===== src/hdl/rre_pkg.sv =====
// Shared types, constants and a helper function of the range record encoder.
package rre_pkg;

    // Numbers sent as length-prefixed words must stay below 2^NUM_W.
    localparam int NUM_W      = 60;
    localparam int POS_W      = 63;
    localparam int WORD_W     = 64;
    localparam int CFG_IDX_W  = 2;
    localparam int CFG_DATA_W = 1;

    // Configuration register indexes.
    localparam logic [CFG_IDX_W-1:0] CFG_OFFSET_MODE = 2'd0;
    localparam logic [CFG_IDX_W-1:0] CFG_TAG_ENABLE  = 2'd1;

    // Controller states, one-hot.
    typedef enum logic [4:0] {
        ST_IDLE  = 5'b00001,
        ST_CHECK = 5'b00010,
        ST_LOAD  = 5'b00100,
        ST_EMIT  = 5'b01000,
        ST_ERR   = 5'b10000
    } state_t;

    // Field of the record currently being sent.
    typedef enum logic [1:0] {
        PH_FIRST = 2'd0,
        PH_COUNT = 2'd1,
        PH_EXT   = 2'd2,
        PH_TAG   = 2'd3
    } phase_t;

    // Commands from the controller to the datapath.
    typedef struct packed {
        logic   capture;
        logic   check;
        logic   load;
        logic   shift;
        logic   err_out;
        phase_t phase;
    } dp_cmd_t;

    // Status from the datapath to the controller.
    typedef struct packed {
        logic bad;
        logic bytes_done;
        logic offset_mode;
        logic tag_enable;
    } dp_status_t;

    // Index of the highest nonzero byte above byte 0, which is the extra byte count.
    function automatic logic [2:0] extra_bytes(input logic [WORD_W-1:0] w);
        logic [2:0] n;
        n = 3'd0;
        for (int i = 1; i < 8; i++) begin
            if (w[8*i +: 8] != 8'd0) begin
                n = 3'(i);
            end
        end
        return n;
    endfunction

endpackage


===== src/hdl/rre_if.sv =====
// Channel interfaces of the range record encoder: records in, bytes out, configuration.
interface rre_rec_if;
    logic                      valid;
    logic                      ready;
    logic [rre_pkg::POS_W-1:0] position;
    logic                      high_flag;
    logic                      extension_flag;
    logic [63:0]               range_count;
    logic [63:0]               user_tag;
    logic                      restart;

    modport source (output valid, position, high_flag, extension_flag, range_count,
                    user_tag, restart, input ready);
    modport sink (input valid, position, high_flag, extension_flag, range_count,
                  user_tag, restart, output ready);
endinterface

interface rre_byte_if;
    logic       valid;
    logic       ready;
    logic [7:0] out_byte;
    logic       last;
    logic       error;

    modport source (output valid, out_byte, last, error, input ready);
    modport sink (input valid, out_byte, last, error, output ready);
endinterface

interface rre_cfg_if;
    logic                           valid;
    logic                           ready;
    logic [rre_pkg::CFG_IDX_W-1:0]  index;
    logic [rre_pkg::CFG_DATA_W-1:0] data;

    modport source (output valid, index, data, input ready);
    modport sink (input valid, index, data, output ready);
endinterface


===== src/hdl/rre_ctrl.sv =====
// Controller state machine: sequences check, field loads and byte emission.
module rre_ctrl (
    input  logic                clk,
    input  logic                rst_n,
    input  logic                in_valid,
    output logic                in_ready,
    output logic                out_valid,
    input  logic                out_ready,
    output logic                out_last,
    output logic                out_error,
    output rre_pkg::dp_cmd_t    cmd,
    input  rre_pkg::dp_status_t status
);
    import rre_pkg::*;

    state_t state_reg, state_next;
    phase_t phase_reg, phase_next;
    phase_t after_phase;
    logic   has_after;
    logic   out_take;

    assign out_take = out_valid && out_ready;

    // Field that follows the current one, if any.
    always_comb
    begin
        after_phase = PH_TAG;
        has_after   = 1'b0;
        case (phase_reg)
            PH_FIRST:
            begin
                after_phase = PH_COUNT;
                has_after   = 1'b1;
            end
            PH_COUNT:
            begin
                if (!status.offset_mode) begin
                    after_phase = PH_EXT;
                    has_after   = 1'b1;
                end else begin
                    after_phase = PH_TAG;
                    has_after   = status.tag_enable;
                end
            end
            PH_EXT:
            begin
                after_phase = PH_TAG;
                has_after   = status.tag_enable;
            end
            PH_TAG:
            begin
                after_phase = PH_TAG;
                has_after   = 1'b0;
            end
            default:
            begin
                after_phase = PH_TAG;
                has_after   = 1'b0;
            end
        endcase
    end

    // Next state logic.
    always_comb
    begin
        state_next = state_reg;
        phase_next = phase_reg;
        case (state_reg)
            ST_IDLE:
            begin
                if (in_valid) begin
                    state_next = ST_CHECK;
                end
            end
            ST_CHECK:
            begin
                phase_next = PH_FIRST;
                state_next = status.bad ? ST_ERR : ST_LOAD;
            end
            ST_LOAD:
            begin
                state_next = ST_EMIT;
            end
            ST_EMIT:
            begin
                if (out_take && status.bytes_done) begin
                    if (has_after) begin
                        phase_next = after_phase;
                        state_next = ST_LOAD;
                    end else begin
                        state_next = ST_IDLE;
                    end
                end
            end
            ST_ERR:
            begin
                if (out_take) begin
                    state_next = ST_IDLE;
                end
            end
            default:
            begin
                state_next = ST_IDLE;
            end
        endcase
    end

    // State registers.
    always_ff @(posedge clk or negedge rst_n)
    begin
        if (!rst_n) begin
            state_reg <= ST_IDLE;
            phase_reg <= PH_FIRST;
        end else begin
            state_reg <= state_next;
            phase_reg <= phase_next;
        end
    end

    // Handshake outputs.
    assign in_ready  = (state_reg == ST_IDLE);
    assign out_valid = (state_reg == ST_EMIT) || (state_reg == ST_ERR);
    assign out_error = (state_reg == ST_ERR);
    assign out_last  = (state_reg == ST_ERR)
                    || ((state_reg == ST_EMIT) && status.bytes_done && !has_after);

    // Datapath commands.
    assign cmd.capture = in_valid && in_ready;
    assign cmd.check   = (state_reg == ST_CHECK);
    assign cmd.load    = (state_reg == ST_LOAD);
    assign cmd.shift   = (state_reg == ST_EMIT) && out_ready && !status.bytes_done;
    assign cmd.err_out = (state_reg == ST_ERR);
    assign cmd.phase   = phase_reg;

endmodule


===== src/hdl/rre_datapath.sv =====
// Datapath: record capture, range checks, running end, configuration and byte shifter.
module rre_datapath (
    input  logic                         clk,
    input  logic                         rst_n,
    input  logic [rre_pkg::POS_W-1:0]    position,
    input  logic                         high_flag,
    input  logic                         extension_flag,
    input  logic [63:0]                  range_count,
    input  logic [63:0]                  user_tag,
    input  logic                         restart,
    input  logic                         cfg_valid,
    input  logic [rre_pkg::CFG_IDX_W-1:0]  cfg_index,
    input  logic [rre_pkg::CFG_DATA_W-1:0] cfg_data,
    input  rre_pkg::dp_cmd_t             cmd,
    output rre_pkg::dp_status_t          status,
    output logic [7:0]                   out_byte
);
    import rre_pkg::*;

    // Captured record.
    logic [POS_W-1:0]  pos_reg;
    logic              hi_reg;
    logic              ext_reg;
    logic [WORD_W-1:0] cnt_reg;
    logic [WORD_W-1:0] tag_reg;
    logic              restart_reg;

    // Configuration and running state.
    logic              offset_mode_reg;
    logic              tag_enable_reg;
    logic [WORD_W-1:0] end_reg;

    // Encoded word being sent.
    logic [NUM_W-1:0]  first_reg;
    logic [WORD_W-1:0] shift_reg;
    logic [2:0]        left_reg;

    logic [WORD_W-1:0] end_base;
    logic [WORD_W:0]   diff;
    logic [WORD_W-1:0] delta;
    logic              bad;
    logic [NUM_W-1:0]  first_val;
    logic [WORD_W-1:0] end_new;
    logic [NUM_W-1:0]  num_sel;
    logic [WORD_W-1:0] word;
    logic [2:0]        extra;

    // Configuration writes.
    always_ff @(posedge clk or negedge rst_n)
    begin
        if (!rst_n) begin
            offset_mode_reg <= 1'b0;
            tag_enable_reg  <= 1'b0;
        end else if (cfg_valid) begin
            if (cfg_index == CFG_OFFSET_MODE) begin
                offset_mode_reg <= cfg_data[0];
            end else if (cfg_index == CFG_TAG_ENABLE) begin
                tag_enable_reg <= cfg_data[0];
            end
        end
    end

    // Record capture on an accepted transaction.
    always_ff @(posedge clk)
    begin
        if (cmd.capture) begin
            pos_reg     <= position;
            hi_reg      <= high_flag;
            ext_reg     <= extension_flag;
            cnt_reg     <= range_count;
            tag_reg     <= user_tag;
            restart_reg <= restart;
        end
    end

    // Range checks and first number; the borrow of the subtraction flags a position below end.
    always_comb
    begin
        end_base = restart_reg ? '0 : end_reg;
        diff     = {2'b00, pos_reg} - {1'b0, end_base};
        delta    = diff[WORD_W-1:0];
        bad      = (cnt_reg[WORD_W-1:NUM_W] != '0)
                || (tag_enable_reg && (tag_reg[WORD_W-1:NUM_W] != '0));
        if (offset_mode_reg) begin
            bad       = bad || diff[WORD_W] || (delta[WORD_W-1:NUM_W-2] != '0);
            first_val = {delta[NUM_W-3:0], hi_reg, ext_reg};
            end_new   = {1'b0, pos_reg} + cnt_reg;
        end else begin
            bad       = bad || (pos_reg[POS_W-1:NUM_W-1] != '0);
            first_val = {pos_reg[NUM_W-2:0], hi_reg};
            end_new   = end_base;
        end
    end

    // Running end is committed only for a good record.
    always_ff @(posedge clk or negedge rst_n)
    begin
        if (!rst_n) begin
            end_reg <= '0;
        end else if (cmd.check && !bad) begin
            end_reg <= end_new;
        end
    end

    always_ff @(posedge clk)
    begin
        if (cmd.check) begin
            first_reg <= first_val;
        end
    end

    // Number of the current field, shifted left by four with its byte count.
    always_comb
    begin
        case (cmd.phase)
            PH_FIRST: num_sel = first_reg;
            PH_COUNT: num_sel = cnt_reg[NUM_W-1:0];
            PH_TAG:   num_sel = tag_reg[NUM_W-1:0];
            default:  num_sel = '0;
        endcase
        word  = {num_sel, 4'b0000};
        extra = extra_bytes(word);
    end

    // Byte shifter: load a field, then move one byte out per taken transaction.
    always_ff @(posedge clk)
    begin
        if (cmd.load) begin
            if (cmd.phase == PH_EXT) begin
                shift_reg <= {{(WORD_W-1){1'b0}}, ext_reg};
                left_reg  <= 3'd0;
            end else begin
                shift_reg <= {word[WORD_W-1:4], 1'b0, extra};
                left_reg  <= extra;
            end
        end else if (cmd.shift) begin
            shift_reg <= {8'd0, shift_reg[WORD_W-1:8]};
            left_reg  <= left_reg - 3'd1;
        end
    end

    assign out_byte = cmd.err_out ? 8'd0 : shift_reg[7:0];

    assign status.bad         = bad;
    assign status.bytes_done  = (left_reg == 3'd0);
    assign status.offset_mode = offset_mode_reg;
    assign status.tag_enable  = tag_enable_reg;

endmodule


===== src/hdl/range_record_encoder_top.sv =====
// Top level of the range record encoder: controller and datapath.
//
//   Channel  Role     Handshake     Payload
//   rec      sink     valid/ready   position, high_flag, extension_flag, range_count,
//                                   user_tag, restart
//   res      source   valid/ready   out_byte, last, error
//   cfg      sink     valid/ready   index, data (ready is always high)
//
// A record is accepted in IDLE and checked in CHECK; then each field is loaded in LOAD
// and its bytes are sent in EMIT, one byte per taken transaction. An erroring record
// goes from CHECK to ERR and sends one error byte. The single byte shifter bounds the rate.
// Reset is asynchronous and clears configuration and the running end to zero.
// A stalled output holds its transaction; no new record is taken until the last
// byte of the current one is taken.
module range_record_encoder_top (
    input  logic        clk,
    input  logic        rst_n,
    rre_rec_if.sink     rec,
    rre_byte_if.source  res,
    rre_cfg_if.sink     cfg
);
    import rre_pkg::*;

    dp_cmd_t    cmd;
    dp_status_t status;

    assign cfg.ready = 1'b1;

    rre_ctrl u_ctrl (
        .clk       (clk),
        .rst_n     (rst_n),
        .in_valid  (rec.valid),
        .in_ready  (rec.ready),
        .out_valid (res.valid),
        .out_ready (res.ready),
        .out_last  (res.last),
        .out_error (res.error),
        .cmd       (cmd),
        .status    (status)
    );

    rre_datapath u_datapath (
        .clk            (clk),
        .rst_n          (rst_n),
        .position       (rec.position),
        .high_flag      (rec.high_flag),
        .extension_flag (rec.extension_flag),
        .range_count    (rec.range_count),
        .user_tag       (rec.user_tag),
        .restart        (rec.restart),
        .cfg_valid      (cfg.valid),
        .cfg_index      (cfg.index),
        .cfg_data       (cfg.data),
        .cmd            (cmd),
        .status         (status),
        .out_byte       (res.out_byte)
    );

endmodule


===== src/flat_wrapper.sv =====
// flat-port wrapper written by rule: the top's interface ports become plain ports
module range_record_encoder_top_flat import rre_pkg::*;
  (clk, rst_n, rec_valid, rec_position, rec_high_flag, rec_extension_flag, rec_range_count, rec_user_tag, rec_restart, rec_ready, res_valid, res_out_byte, res_last, res_error, res_ready, cfg_valid, cfg_index, cfg_data, cfg_ready);
  rre_rec_if rec_i ();
  rre_byte_if res_i ();
  rre_cfg_if cfg_i ();
  input  logic clk;
  input  logic rst_n;
  input wire logic [$bits(rec_i.valid)-1:0] rec_valid;
  input wire logic [$bits(rec_i.position)-1:0] rec_position;
  input wire logic [$bits(rec_i.high_flag)-1:0] rec_high_flag;
  input wire logic [$bits(rec_i.extension_flag)-1:0] rec_extension_flag;
  input wire logic [$bits(rec_i.range_count)-1:0] rec_range_count;
  input wire logic [$bits(rec_i.user_tag)-1:0] rec_user_tag;
  input wire logic [$bits(rec_i.restart)-1:0] rec_restart;
  output wire logic [$bits(rec_i.ready)-1:0] rec_ready;
  output wire logic [$bits(res_i.valid)-1:0] res_valid;
  output wire logic [$bits(res_i.out_byte)-1:0] res_out_byte;
  output wire logic [$bits(res_i.last)-1:0] res_last;
  output wire logic [$bits(res_i.error)-1:0] res_error;
  input wire logic [$bits(res_i.ready)-1:0] res_ready;
  input wire logic [$bits(cfg_i.valid)-1:0] cfg_valid;
  input wire logic [$bits(cfg_i.index)-1:0] cfg_index;
  input wire logic [$bits(cfg_i.data)-1:0] cfg_data;
  output wire logic [$bits(cfg_i.ready)-1:0] cfg_ready;
  assign rec_i.valid = rec_valid;
  assign rec_i.position = rec_position;
  assign rec_i.high_flag = rec_high_flag;
  assign rec_i.extension_flag = rec_extension_flag;
  assign rec_i.range_count = rec_range_count;
  assign rec_i.user_tag = rec_user_tag;
  assign rec_i.restart = rec_restart;
  assign rec_ready = rec_i.ready;
  assign res_valid = res_i.valid;
  assign res_out_byte = res_i.out_byte;
  assign res_last = res_i.last;
  assign res_error = res_i.error;
  assign res_i.ready = res_ready;
  assign cfg_i.valid = cfg_valid;
  assign cfg_i.index = cfg_index;
  assign cfg_i.data = cfg_data;
  assign cfg_ready = cfg_i.ready;
  range_record_encoder_top u_core (.clk(clk), .rst_n(rst_n), .rec(rec_i), .res(res_i), .cfg(cfg_i));
endmodule

===== config.mk =====
export PLATFORM = sky130hd
export DESIGN_NAME = range_record_encoder_top_flat
export DESIGN_NICKNAME = d
export VERILOG_FILES = /design/src/hdl/rre_pkg.sv /design/src/hdl/rre_if.sv /design/src/hdl/rre_ctrl.sv /design/src/hdl/rre_datapath.sv /design/src/hdl/range_record_encoder_top.sv /design/src/flat_wrapper.sv
export SDC_FILE = /design/constraint.sdc
export NUM_CORES = 1
export LEC_CHECK = 0
export BUFFER_PORTS_ARGS = -buffer_cell sky130_fd_sc_hd__buf_4
export CELL_PAD_IN_SITES_DETAIL_PLACEMENT = 0
export CELL_PAD_IN_SITES_GLOBAL_PLACEMENT = 1
export CORE_ASPECT_RATIO = 1.1
export CORE_MARGIN = 10
export CORE_UTILIZATION = 48
export CTS_CLUSTER_DIAMETER = 40
export DETAILED_ROUTE_END_ITERATION = 12
export PLACE_DENSITY_LB_ADDON = 0.25
export SETUP_SLACK_MARGIN = 0.4
export SLEW_MARGIN = 25
export SYNTH_ARGS = -nofsm -noshare
export SYNTH_HDL_FRONTEND = slang
export SYNTH_SLANG_ARGS = --single-unit

===== constraint.sdc =====
create_clock -name clk -period 6.9 [get_ports clk]
set_input_delay 0.69 -clock clk [delete_from_list [all_inputs] [get_ports clk]]
set_output_delay 0.69 -clock clk [all_outputs]
set_load 0.03 [all_outputs]

==> summary.txt, run 1 <==
Die
  • Placeable Area: 48,900 µm²
  • Initial Util: 0.485
  • DIE HEIGHT: about 250 µm
  • # rows: 85
  • DIE AREA: 58,700 µm²
  • Die width: 232 µm
  • IO Pins: 215

Logic synthesis
  • Post-synth top area share: 0.407
  • Area leader, netlist: edfxtp_1
  • Number of library cell types mapped by synthesis: 90
  • Mapped Avg Cell Area: 10.3 µm²
  • Ys async rst share: 0.185
  • Synthesis-stage register bit count: approximately 390
  • Synth top cells by count: 321 x edfxtp_1, 221 x nand2_1, 209 x a21oi_1
  • Main synth FF type: edfxtp_1
  • Post-synth EDFFs: ~320
  • Post-synthesis net count: 2,626
  • Synth top area cells: edfxtp_1 41%, dfrtp_1 7.6%, ha_1 6.9%
  • Most frequent cell after synthesis: edfxtp_1
  • Yosys warns: 0
  • Register area share after synthesis: 0.484
  • Synthesized area: 23,700 µm²
  • Gate Count Post-Synth: 2,292

Timing
  • Final period utilization: 0.783
  • Final Max Slew Viols: 0
  • Slew @ Worst Pin: 0.976 ns
  • Fin. Hold Viols: 0
  • Final setup fails: 0
  • Fin worst setup slack: between 1 and 1.5 ns
  • Clock skew: about 0.031 ns
  • Period minus WS final: 5.41 ns
  • Highest Clock Rate: 185 MHz
  • Total negative setup slack: 0 ns
  • Worst hold margin: approximately 0.24 ns
  • RSZ-0062 raised after global routing: false
  • Worst slew margin: 0.349

GRT
  • Pin count of the biggest net entering global routing: 89
  • Vias in the first global route: about 19,000
  • Met2 Use GR: 0.440
  • Total track usage: 0.260
  • Initial antenna violation count: 2
  • Met3 Use GR: 0.0407
  • GR peak layer: met2
  • Met1 usage in global routing: 0.328
  • First-pass GRT wire length: 116,000 µm
  • GRT overflow: 0

Layout
  • N_diodes: 0
  • Area growth from synthesis to layout: 18.6%
  • Final Util: 0.575
  • Fin nets: roughly 2,800
  • Share of layout cells above drive strength 1: 0.179

Setup path
  • Crit path max fanout: 42
  • Reg2reg setup slack: ~1.5 ns
  • Crit. Startpoint: u_core.u_datapath.restart_reg
  • Worst R2R Path Depth: 15
  • FF-to-FF End: u_core.u_datapath.end_reg[40]
  • Arrival time at the worst endpoint: 5.90 ns
  • Critical Path End Type: register
  • Crit Path Class: reg -> reg
  • Worst R2R Start: u_core.u_datapath.restart_reg
  • Setup crit start kind: register
  • Worst endpoint required time: between 7 and 8 ns
  • Worst setup endpoint: u_core.u_datapath.end_reg[40]

Detailed routing
  • WL per Instance: 24.4 µm
  • Antenna-violating nets left: 0
  • Vias: 19,025
  • Iteration-0 DRC Markers: 1,645
  • DRT Pass-1 Iters: 6
  • Via-to-Cell Ratio: 5.97
  • Routed WL: between 70,000 and 80,000 µm
  • Remaining DRCs: 0

CTS
  • CTS Buf Count: 66
  • CTS H-tree depth: 3
  • Clock sinks: 394
  • CTS max path bufs: 3
  • CTS tree: yes
  • Post-CTS Setup Bufs: 0
  • Clk Latency, worst-skew pair: 0.63 ns
  • Clk slew on worst S/H paths: ~0.06 ns
  • Clk root buf: clkbuf_16

Status
  • Status: complete, no violations

Placement
  • Port bufs: around 210
  • DP Wirelength: approximately 60,000 µm
  • Gpl congestion: ~0.95
  • Place WS: approximately 1.6 ns

Power and ir drop
  • PwrDens: 356 nW/µm²
  • Maximum VDD drop: 0.242 mV
  • Leakage: 11.4 nW
  • Total power: 10.0 mW

Hold path
  • Worst Hold Class: in -> reg

Job
  • Max-Cap Viols: 0
[final cells by class]
cell class,instances,area [µm²]
clock buffers,73,1710
clock inverters,49,581
fillers,4254,20800
inverters,54,203
multi-input cells,1730,11600
flip-flops and latches,394,11500
well taps,652,816
repair buffers,235,1770
[metrics by stage]
step | cells | instance area, µm²
2_1_floorplan | 2292 | 23700
3_3_place_gp | 3064 | 25800
3_5_place_dp | 3064 | 25800
4_1_cts | 3187 | 28100
5_1_grt | 3187 | 28100
6_report | 3187 | 28100
[routing by layer]
| metal | part of all wire | routed length (µm) | vias up |
|---|---|---|---|
| li1 | - | - | 8881 |
| met1 | 0.42 | 32800 | 9368 |
| met2 | 0.49 | 37900 | 644 |
| met3 | 0.056 | 4370 | 132 |
| met4 | 0.033 | 2520 | 0 |
| met5 | 0 | 0 | - |
[cell families after synthesis]
group	share of synthesized area
other cells	0.000158
xor+xnor	0.0410
buf+inv	0.0292
simple gates	0.147
compound gates	0.174
mux	0.0550
fa+ha+maj	0.0703
flops	0.484
[timing repair]
item	in CTS	in global routing
gates resized for setup	0	0
endpoints found under the hold margin	22	0
hold buffers	1	0
[worst min-delay path by stage]
stage / cells after the start / end / start / slack, ns
after global routing: 1 / u_core.u_datapath.tag_reg[51] / rec_user_tag[51] / 0.22
final: 1 / u_core.u_datapath.pos_reg[54] / rec_position[54] / 0.24
after CTS: 1 / u_core.u_datapath.tag_reg[60] / rec_user_tag[60] / 0.22
after global placement: 1 / u_core.u_datapath.end_reg[2] / u_core.u_datapath.end_reg[2] / 0.46
after detailed placement: 1 / u_core.u_datapath.end_reg[42] / u_core.u_datapath.end_reg[42] / 0.47
after floorplan: 0 / u_core.u_ctrl.phase_reg[0] / rst_n / 0.39
[cell usage in the layout (no fill, tap or decap), types with 67 or more instances in the layout]
cell       Yosys  final
buf_4          2    234
edfxtp_1     321    321
dfrtp_1       72     69
xnor2_1       74     74
a21o_1       116    116
nor2_1       189    189
clkbuf_16      0     67
nand2_1      221    220
o21ai_0      143    143
a21oi_1      209    209
nand2b_1      78     78
ha_1         130    130
[where the power goes]
part / switching, mW / internal (mW) / total, mW / leakage [nW]
sequential: 0.273 / 3.06 / 3.34 / 4.04
clock: 1.35 / 2.00 / 3.35 / 1.12
combinational: 2.08 / 1.26 / 3.33 / 6.27
[critical path, cell delays in order, from the launching register on]
cell and delay, ns:
edfxtp_1 0.85, buf_4 0.48, nand2b_1 0.18, ha_1 0.31, a21oi_1 0.32, o21ai_1 0.19
a21oi_1 0.30, o31ai_1 0.20, nor4_1 0.55, xnor2_1 0.15, a21oi_2 0.17, nand4bb_4 0.17
o31ai_4 0.62, nand3b_1 0.18, buf_4 0.31, a21o_1 0.23
No activity file was read; power rests on OpenSTA's default activity.
==> run 2, diff against run 1 <==
- ABC_AREA: not set -> 1
- CORE_UTILIZATION: 48 -> 45
- clock period: 6.9 -> 5.1 ns (I/O delays scaled with it)
==> summary.txt, run 2 <==
Timing
  • Final Max Slew Viols: 0 (unchanged)
  • Worst hold margin: 0.0644 ns (was 0.238 ns)
  • Total negative setup slack: 0 ns (unchanged)
  • Fin worst setup slack: 0.743 ns (was 1.49 ns)
  • Slew @ Worst Pin: 1.01 ns (was 0.976 ns)
  • RSZ-0062 raised after global routing: false (unchanged)
  • Period minus WS final: 4.36 ns (was 5.41 ns)
  • Highest Clock Rate: 229 MHz (was 185 MHz)
  • Worst slew margin: 0.326 (was 0.349)
  • Final period utilization: 0.854 (was 0.783)
  • Final setup fails: 0 (unchanged)
  • Fin. Hold Viols: 0 (unchanged)
  • Clock skew: 0.0349 ns (was 0.0312 ns)

Setup path
  • Critical Path End Type: register (unchanged)
  • Crit path max fanout: 64 (was 42)
  • Worst endpoint required time: 5.64 ns (was 7.39 ns)
  • CP top delay family: simple AND/OR/NAND/NOR gates (was compound AO/OA/AOI/OAI gates)
  • Arrival time at the worst endpoint: 4.89 ns (was 5.90 ns)
  • CP max stage delay: 0.61 ns (was 0.85 ns)
  • CP most frequent cell: nand2_1
  • Crit path buf inv count: 5 (was 2)
  • Slowest CP cell: buf_4 (was edfxtp_1)
  • Crit Path Class: reg -> reg (unchanged)
  • Crit-path cells: inv_2 > buf_12 > nand2_1 > ha_1 > nand2_1 > nor2_1 > inv_2 > nor3_1 > nand2_1 > nor3_1 > nand2_1 > nand3_1 > nand2_1 > clkinv_1 > nand2_1 > nor2_1 > nand2_1 > nand2_2 > buf_4 > nand3_1 > nand2_1 (was buf_4 > nand2b_1 > ha_1 > a21oi_1 > o21ai_1 > a21oi_1 > o31ai_1 > nor4_1 > xnor2_1 > a21oi_2 > nand4bb_4 > o31ai_4 > nand3b_1 > buf_4 > a21o_1)
  • Setup crit start kind: register (unchanged)

GRT
  • Total track usage: 0.293 (was 0.260)
  • First-pass GRT wire length: 145,000 µm (was 116,000 µm)
  • Vias in the first global route: 23,009 (was 19,088)
  • Pin count of the biggest net entering global routing: 128 (was 89)
  • Initial antenna violation count: 0 (was 2)
  • GRT overflow: 0 (unchanged)

Status
  • Status: complete, no violations (unchanged)

Logic synthesis
  • Synthesis-stage register bit count: 394 (unchanged)
  • Area leader, netlist: edfxtp_1 (unchanged)
  • Synth top area cells: edfxtp_1 38%, nand2_1 16%, dfrtp_1 7.1% (was edfxtp_1 41%, dfrtp_1 7.6%, ha_1 6.9%)
  • Register area share after synthesis: 0.451 (was 0.484)
  • Synthesized area: 25,400 µm² (was 23,700 µm²)
  • Ys async rst share: 0.185 (unchanged)
  • Main synth FF type: edfxtp_1 (unchanged)
  • Post-synthesis net count: 3,627 (was 2,626)
  • Synth top cells by count: 1,113 x nand2_1, 336 x inv_1, 321 x edfxtp_1 (was 321 x edfxtp_1, 221 x nand2_1, 209 x a21oi_1)
  • Mapped Avg Cell Area: 7.72 µm² (was 10.3 µm²)
  • Post-synth EDFFs: 321 (unchanged)
  • Post-synth top area share: 0.379 (was 0.407)
  • Most frequent cell after synthesis: nand2_1 (was edfxtp_1)
  • Number of library cell types mapped by synthesis: 49 (was 90)
  • Gate Count Post-Synth: 3,293 (was 2,292)
  • Yosys warns: 0 (unchanged)

Placement
  • Gpl congestion: 0.998 (was 0.953)
  • Placed Cells: 4,185 (was 3,064)
  • Port bufs: 213 (unchanged)
  • Place WS: 0.868 ns (was 1.58 ns)
  • DP Wirelength: 80,100 µm (was 59,800 µm)

Power and ir drop
  • Net Sw Frac: 0.475 (was 0.369)
  • Internal power: 10.5 mW (was 6.32 mW)
  • Total power: 20.0 mW (was 10.0 mW)
  • Maximum VDD drop: 0.703 mV (was 0.242 mV)
  • PwrDens: 662 nW/µm² (was 356 nW/µm²)
  • Combinational share of power: 0.482 (was 0.333)
  • Clock Power Share: 0.236 (was 0.334)
  • Leakage: 13.5 nW (was 11.4 nW)
  • Flop pwr share: 0.282 (was 0.333)
  • Psw: 9.52 mW (was 3.70 mW)

CTS
  • Clock sinks: 394 (unchanged)
  • Clk Latency, worst-skew pair: 0.62 ns (was 0.63 ns)
  • Clk root buf: clkbuf_16 (unchanged)
  • Post-CTS Setup Bufs: 0 (unchanged)
  • Clk slew on worst S/H paths: 0.06 ns (about the same)
  • CTS Buf Count: 70 (was 66)
  • CTS H-tree depth: 3 (unchanged)
  • CTS tree: yes (unchanged)
  • CTS max path bufs: 3 (unchanged)

Die
  • Placeable Area: 56,000 µm² (was 48,900 µm²)
  • DIE HEIGHT: 269 µm (was 253 µm)
  • DIE AREA: 66,400 µm² (was 58,700 µm²)
  • Die width: 247 µm (was 232 µm)
  • # rows: 91 (was 85)
  • Initial Util: 0.454 (was 0.485)
  • IO Pins: 215 (unchanged)

Detailed routing
  • DRT Pass-1 Iters: 6 (unchanged)
  • Antenna-violating nets left: 0 (unchanged)
  • Via-to-Cell Ratio: 5.57 (was 5.97)
  • WL per Instance: 23.2 µm (was 24.4 µm)
  • Remaining DRCs: 0 (unchanged)
  • Routed WL: 100,000 µm (was 77,600 µm)
  • Vias: 24,025 (was 19,025)
  • Iteration-0 DRC Markers: 2,807 (was 1,645)

Layout
  • Area growth from synthesis to layout: 19.0% (was 18.6%)
  • Fin nets: 3,848 (was 2,815)
  • N_diodes: 0 (unchanged)
  • Share of layout cells above drive strength 1: 0.113 (was 0.179)
  • Final non-filler cell total: 4,314 (was 3,187)
  • Most frequent cells in the layout: 1,113 x nand2_1, 336 x inv_1, 321 x edfxtp_1 (was 321 x edfxtp_1, 234 x buf_4, 220 x nand2_1)
  • Most common cell after layout, fill and taps aside: nand2_1 (was edfxtp_1)

Hold path
  • Worst Hold Class: in -> reg (unchanged)

Job
  • Max-Cap Viols: 0 (unchanged)
run 2: changes by cell type after synthesis, sizes merged, moves of 18 or more:
cell	delta
inv	+287
nand2b	-78
and2	-26
a21o	-101
mux2	-58
nand3	+177
mux2i	-64
nand2	+901
xnor2	-36
nor2	+93
nand4	-18
o21ai	+86
run 2: path summary, 6_finish.rpt:
| check | from | slack, ns | end | cells past startpoint |
|---|---|---|---|---|
| setup / recovery | u_core.u_datapath.restart_reg | 0.74 | u_core.u_datapath.end_reg[18] | 21 |
| hold / removal | rec_user_tag[1] | 0.06 | u_core.u_datapath.tag_reg[1] | 1 |
| setup reg to reg | u_core.u_datapath.restart_reg | 0.74 | u_core.u_datapath.end_reg[18] | 21 |
| hold reg to reg | u_core.u_datapath.end_reg[26] | 0.47 | u_core.u_datapath.end_reg[26] | 2 |
| max in group asynchronous | rst_n | 3.54 | u_core.u_datapath.end_reg[48] | 3 |
| min in group asynchronous | rst_n | 0.36 | u_core.u_ctrl.state_reg[3] | 2 |
run 2: through the flow:
stage,util,area (µm²)
after floorplan,-,25500
after global placement,0.497,27800
after detailed placement,0.497,27900
after CTS,0.540,30200
after global routing,0.540,30200
final,0.540,30200
run 2: cell type report:
| type | instances | area, µm² |
|---|---|---|
| Clock inverter | 45 | 529 |
| Timing Repair Buffer | 237 | 1840 |
| Fill cell | 5270 | 25800 |
| Multi-Input combinational cell | 2464 | 12300 |
| Clock buffer | 83 | 1850 |
| Tap cell | 744 | 931 |
| Inverter | 347 | 1310 |
| Sequential cell | 394 | 11500 |
run 2: power groups by stage:
stage                     sequential, mW  clock [mW]  combinational [mW]
after floorplan                     5.09           0                6.13
after global placement              5.61           0                9.37
after detailed placement            5.60           0                9.37
after CTS                           5.57        4.78                9.43
after global routing                5.66        4.94                10.5
final                               5.65        4.72                9.66
run 2: cell families after synthesis:
| group | after synthesis | share of synthesized area |
|---|---|---|
| and+or+nand+nor | 1714 | 0.274 |
| xor gates and xnor gates | 76 | 0.0262 |
| DFF | 394 | 0.451 |
| other | 1 | 0.000147 |
| muxes | 1 | 0.000394 |
| AOI/OAI and AO/OA | 540 | 0.115 |
| adders and majority gates | 132 | 0.0655 |
| buffers and inverters | 435 | 0.0674 |
run 2: repair_timing:
item | 4_1_cts | 5_1_grt
resized for setup | 0 | 0
hold buffers | 1 | 0
endpoints found under the setup margin | 0 | 0
hold endpoints to repair | 8 | 0
run 2: routing by layer:
metal	track usage	part of all wire
met4	0.0930	0.029
met2	0.419	0.42
met5	0	0
met1	0.429	0.45
met3	0.0681	0.10
==> run 3, diff against run 2 <==
- RECOVER_POWER: not set -> 100
==> summary.txt, run 3 (synthesized netlist as in run 2, its figures left out) <==
Status
  • Status: complete, but fails checks (was complete, no violations)
  • Failing checks: capacitance limit, slew limit

GRT
  • First-pass GRT wire length: 145,000 µm (unchanged)
  • Pin count of the biggest net entering global routing: 128 (unchanged)
  • GR peak layer: met1 (unchanged)
  • GRT overflow: 0 (unchanged)
  • Met2 Use GR: 0.419 (unchanged)
  • Met1 usage in global routing: 0.429 (unchanged)
  • Vias in the first global route: 23,009 (unchanged)
  • Initial antenna violation count: 0 (unchanged)
  • Total track usage: 0.293 (unchanged)
  • Met3 Use GR: 0.0681 (unchanged)

Layout
  • Most frequent cells in the layout: 1,119 x nand2_1, 338 x inv_1, 321 x edfxtp_1 (was 1,113 x nand2_1, 336 x inv_1, 321 x edfxtp_1)
  • Sequential cell area: 11,500 µm² (about the same)
  • Fill cells: 5,322 (was 5,270)
  • Most common cell after layout, fill and taps aside: nand2_1 (unchanged)
  • Share of layout cells above drive strength 1: 0.0986 (was 0.113)
  • N_diodes: 0 (unchanged)
  • Area of the multi-input gates: 12,300 µm² (about the same)
  • Area growth from synthesis to layout: 18.0% (was 19.0%)
  • Fin nets: 3,848 (unchanged)

Setup path
  • Worst path depth: 7 (was 21)
  • CP max stage delay: 1.56 ns (was 0.61 ns)
  • Worst endpoint required time: 4.59 ns (was 5.64 ns)
  • Setup crit start kind: register (unchanged)
  • FF-to-FF End: u_core.u_ctrl.state_reg[4] (was u_core.u_datapath.end_reg[18])
  • Worst R2R Start: u_core.u_ctrl.state_reg[3] (was u_core.u_datapath.restart_reg)
  • Reg2reg setup slack: 0.62 ns (was 0.74 ns)
  • Crit path buf inv count: 2 (was 5)
  • CP top delay family: flip-flops (was simple AND/OR/NAND/NOR gates)
  • CP most frequent cell: nand2_1 (unchanged)
  • Crit path max fanout: 65 (was 64)
  • Crit Path Class: reg -> out (was reg -> reg)
  • Critical Path End Type: output pin (was register)
  • Slowest CP cell: dfrtp_1 (was buf_4)
  • Crit-path cells: inv_4 > nand2_1 > a31oi_1 > nor2_1 > nand2_1 > nand2_1 > clkbuf_1 (was inv_2 > buf_12 > nand2_1 > ha_1 > nand2_1 > nor2_1 > inv_2 > nor3_1 > nand2_1 > nor3_1 > nand2_1 > nand3_1 > nand2_1 > clkinv_1 > nand2_1 > nor2_1 > nand2_1 > nand2_2 > buf_4 > nand3_1 > nand2_1)
  • Worst R2R Path Depth: 6 (was 21)
  • Arrival time at the worst endpoint: 4.00 ns (was 4.89 ns)

Timing
  • Highest Clock Rate: 222 MHz (was 229 MHz)
  • Worst hold margin: 0.0827 ns (was 0.0644 ns)
  • Final period utilization: 0.885 (was 0.854)
  • RSZ-0062 raised after global routing: false (unchanged)
  • Final setup fails: 0 (unchanged)
  • Clock skew: 0.0389 ns (was 0.0349 ns)
  • Total negative setup slack: 0 ns (unchanged)
  • Fin. Hold Viols: 0 (unchanged)
  • Final Max Slew Viols: 646 (was 0)
  • Period minus WS final: 4.51 ns (was 4.36 ns)
  • Slew @ Worst Pin: 3.35 ns (was 1.01 ns)
  • Worst slew margin: -1.23 (was 0.326)
  • Fin worst setup slack: 0.587 ns (was 0.743 ns)

Die
  • Initial Util: 0.454 (unchanged)
  • IO Pins: 215 (unchanged)
  • # rows: 91 (unchanged)
  • Die width: 247 µm (unchanged)
  • DIE HEIGHT: 269 µm (unchanged)
  • DIE AREA: 66,400 µm² (unchanged)
  • Placeable Area: 56,000 µm² (unchanged)

CTS
  • Clk slew on worst S/H paths: 0.06 ns (about the same)
  • CTS Buf Count: 70 (unchanged)
  • Clock sinks: 394 (unchanged)
  • Clk root buf: clkbuf_16 (unchanged)
  • CTS max path bufs: 3 (unchanged)
  • CTS H-tree depth: 3 (unchanged)
  • Clk Latency, worst-skew pair: 0.62 ns (about the same)
  • CTS tree: yes (unchanged)
  • Post-CTS Setup Bufs: 0 (unchanged)

Power and ir drop
  • Net Sw Frac: 0.475 (about the same)
  • Internal power: 10.5 mW (about the same)
  • Clock Power Share: 0.236 (about the same)
  • Combinational share of power: 0.477 (was 0.482)
  • PwrDens: 667 nW/µm² (was 662 nW/µm²)
  • Leakage: 13.3 nW (was 13.5 nW)
  • Flop pwr share: 0.286 (was 0.282)
  • Maximum VDD drop: 0.647 mV (was 0.703 mV)
  • Psw: 9.49 mW (was 9.52 mW)

Hold path
  • HP Start: rec_position[1] (was rec_user_tag[1])
  • Worst Hold Class: in -> reg (unchanged)
  • Hold Path End: u_core.u_datapath.pos_reg[1] (was u_core.u_datapath.tag_reg[1])
  • Hold depth: 1 (unchanged)

Detailed routing
  • WL per Instance: 23.2 µm (about the same)
  • Routed WL: 100,000 µm (about the same)
  • Vias: 23,986 (was 24,025)
  • Antenna-violating nets left: 0 (unchanged)
  • Remaining DRCs: 0 (unchanged)
  • Via-to-Cell Ratio: 5.56 (was 5.57)
  • Iteration-0 DRC Markers: 2,583 (was 2,807)
  • DRT Pass-1 Iters: 5 (was 6)

Job
  • Max-Cap Viols: 9 (was 0)

Placement
  • Gpl congestion: 0.998 (unchanged)
  • Place WS: 0.868 ns (unchanged)
  • DP Wirelength: 80,100 µm (unchanged)
  • Port bufs: 213 (unchanged)
-- run 3: per-layer routing --
metal / vias to the layer above / part of all wire
met5: - / 0
met4: 0 / 0.028
met3: 131 / 0.10
met2: 1087 / 0.42
met1: 11343 / 0.45
li1: 11425 / -
-- run 3: cell type report --
class / instances / share of cell area
clock buffers: 83 / 0.0618
clock inverters: 45 / 0.0176
inverters: 347 / 0.0435
multi-input cells: 2464 / 0.408
flip-flops and latches: 394 / 0.382
well taps: 744 / 0.0310
repair buffers: 237 / 0.0556
-- run 3: worst max path at each step --
stage                                      start                       endpoint  slack [ns]
2_1_floorplan         u_core.u_ctrl.state_reg[0]   u_core.u_datapath.cnt_reg[0]        0.53
3_3_place_gp       u_core.u_datapath.restart_reg   u_core.u_datapath.end_reg[5]        0.84
3_5_place_dp       u_core.u_datapath.restart_reg  u_core.u_datapath.end_reg[14]        0.87
4_1_cts            u_core.u_datapath.restart_reg  u_core.u_datapath.end_reg[18]        0.83
5_1_grt            u_core.u_datapath.restart_reg  u_core.u_datapath.end_reg[20]        0.23
6_report       u_core.u_datapath.offset_mode_reg                       res_last        0.59
-- run 3: per-stage QoR --
| step | total power, mW | std cells | instance area [µm²] | util |
|---|---|---|---|---|
| after floorplan | 11.2 | 3293 | 25500 | - |
| after global placement | 15.0 | 4185 | 27800 | 0.497 |
| after detailed placement | 15.0 | 4185 | 27900 | 0.497 |
| after CTS | 19.8 | 4314 | 30200 | 0.540 |
| after global routing | 21.1 | 4314 | 30000 | 0.536 |
| final | 20.0 | 4314 | 30000 | 0.536 |
-- run 3: power groups by stage --
stage / Clock, mW / Combinational (mW) / Sequential [mW]
after floorplan: 0 / 6.13 / 5.09
after global placement: 0 / 9.37 / 5.61
after detailed placement: 0 / 9.37 / 5.60
after CTS: 4.78 / 9.43 / 5.57
after global routing: 4.94 / 10.4 / 5.76
final: 4.73 / 9.54 / 5.73
-- run 3: what timing repair did --
item	in CTS	in global routing
hold buffers	1	0
endpoints found under the hold margin	8	0
resized for setup	0	0
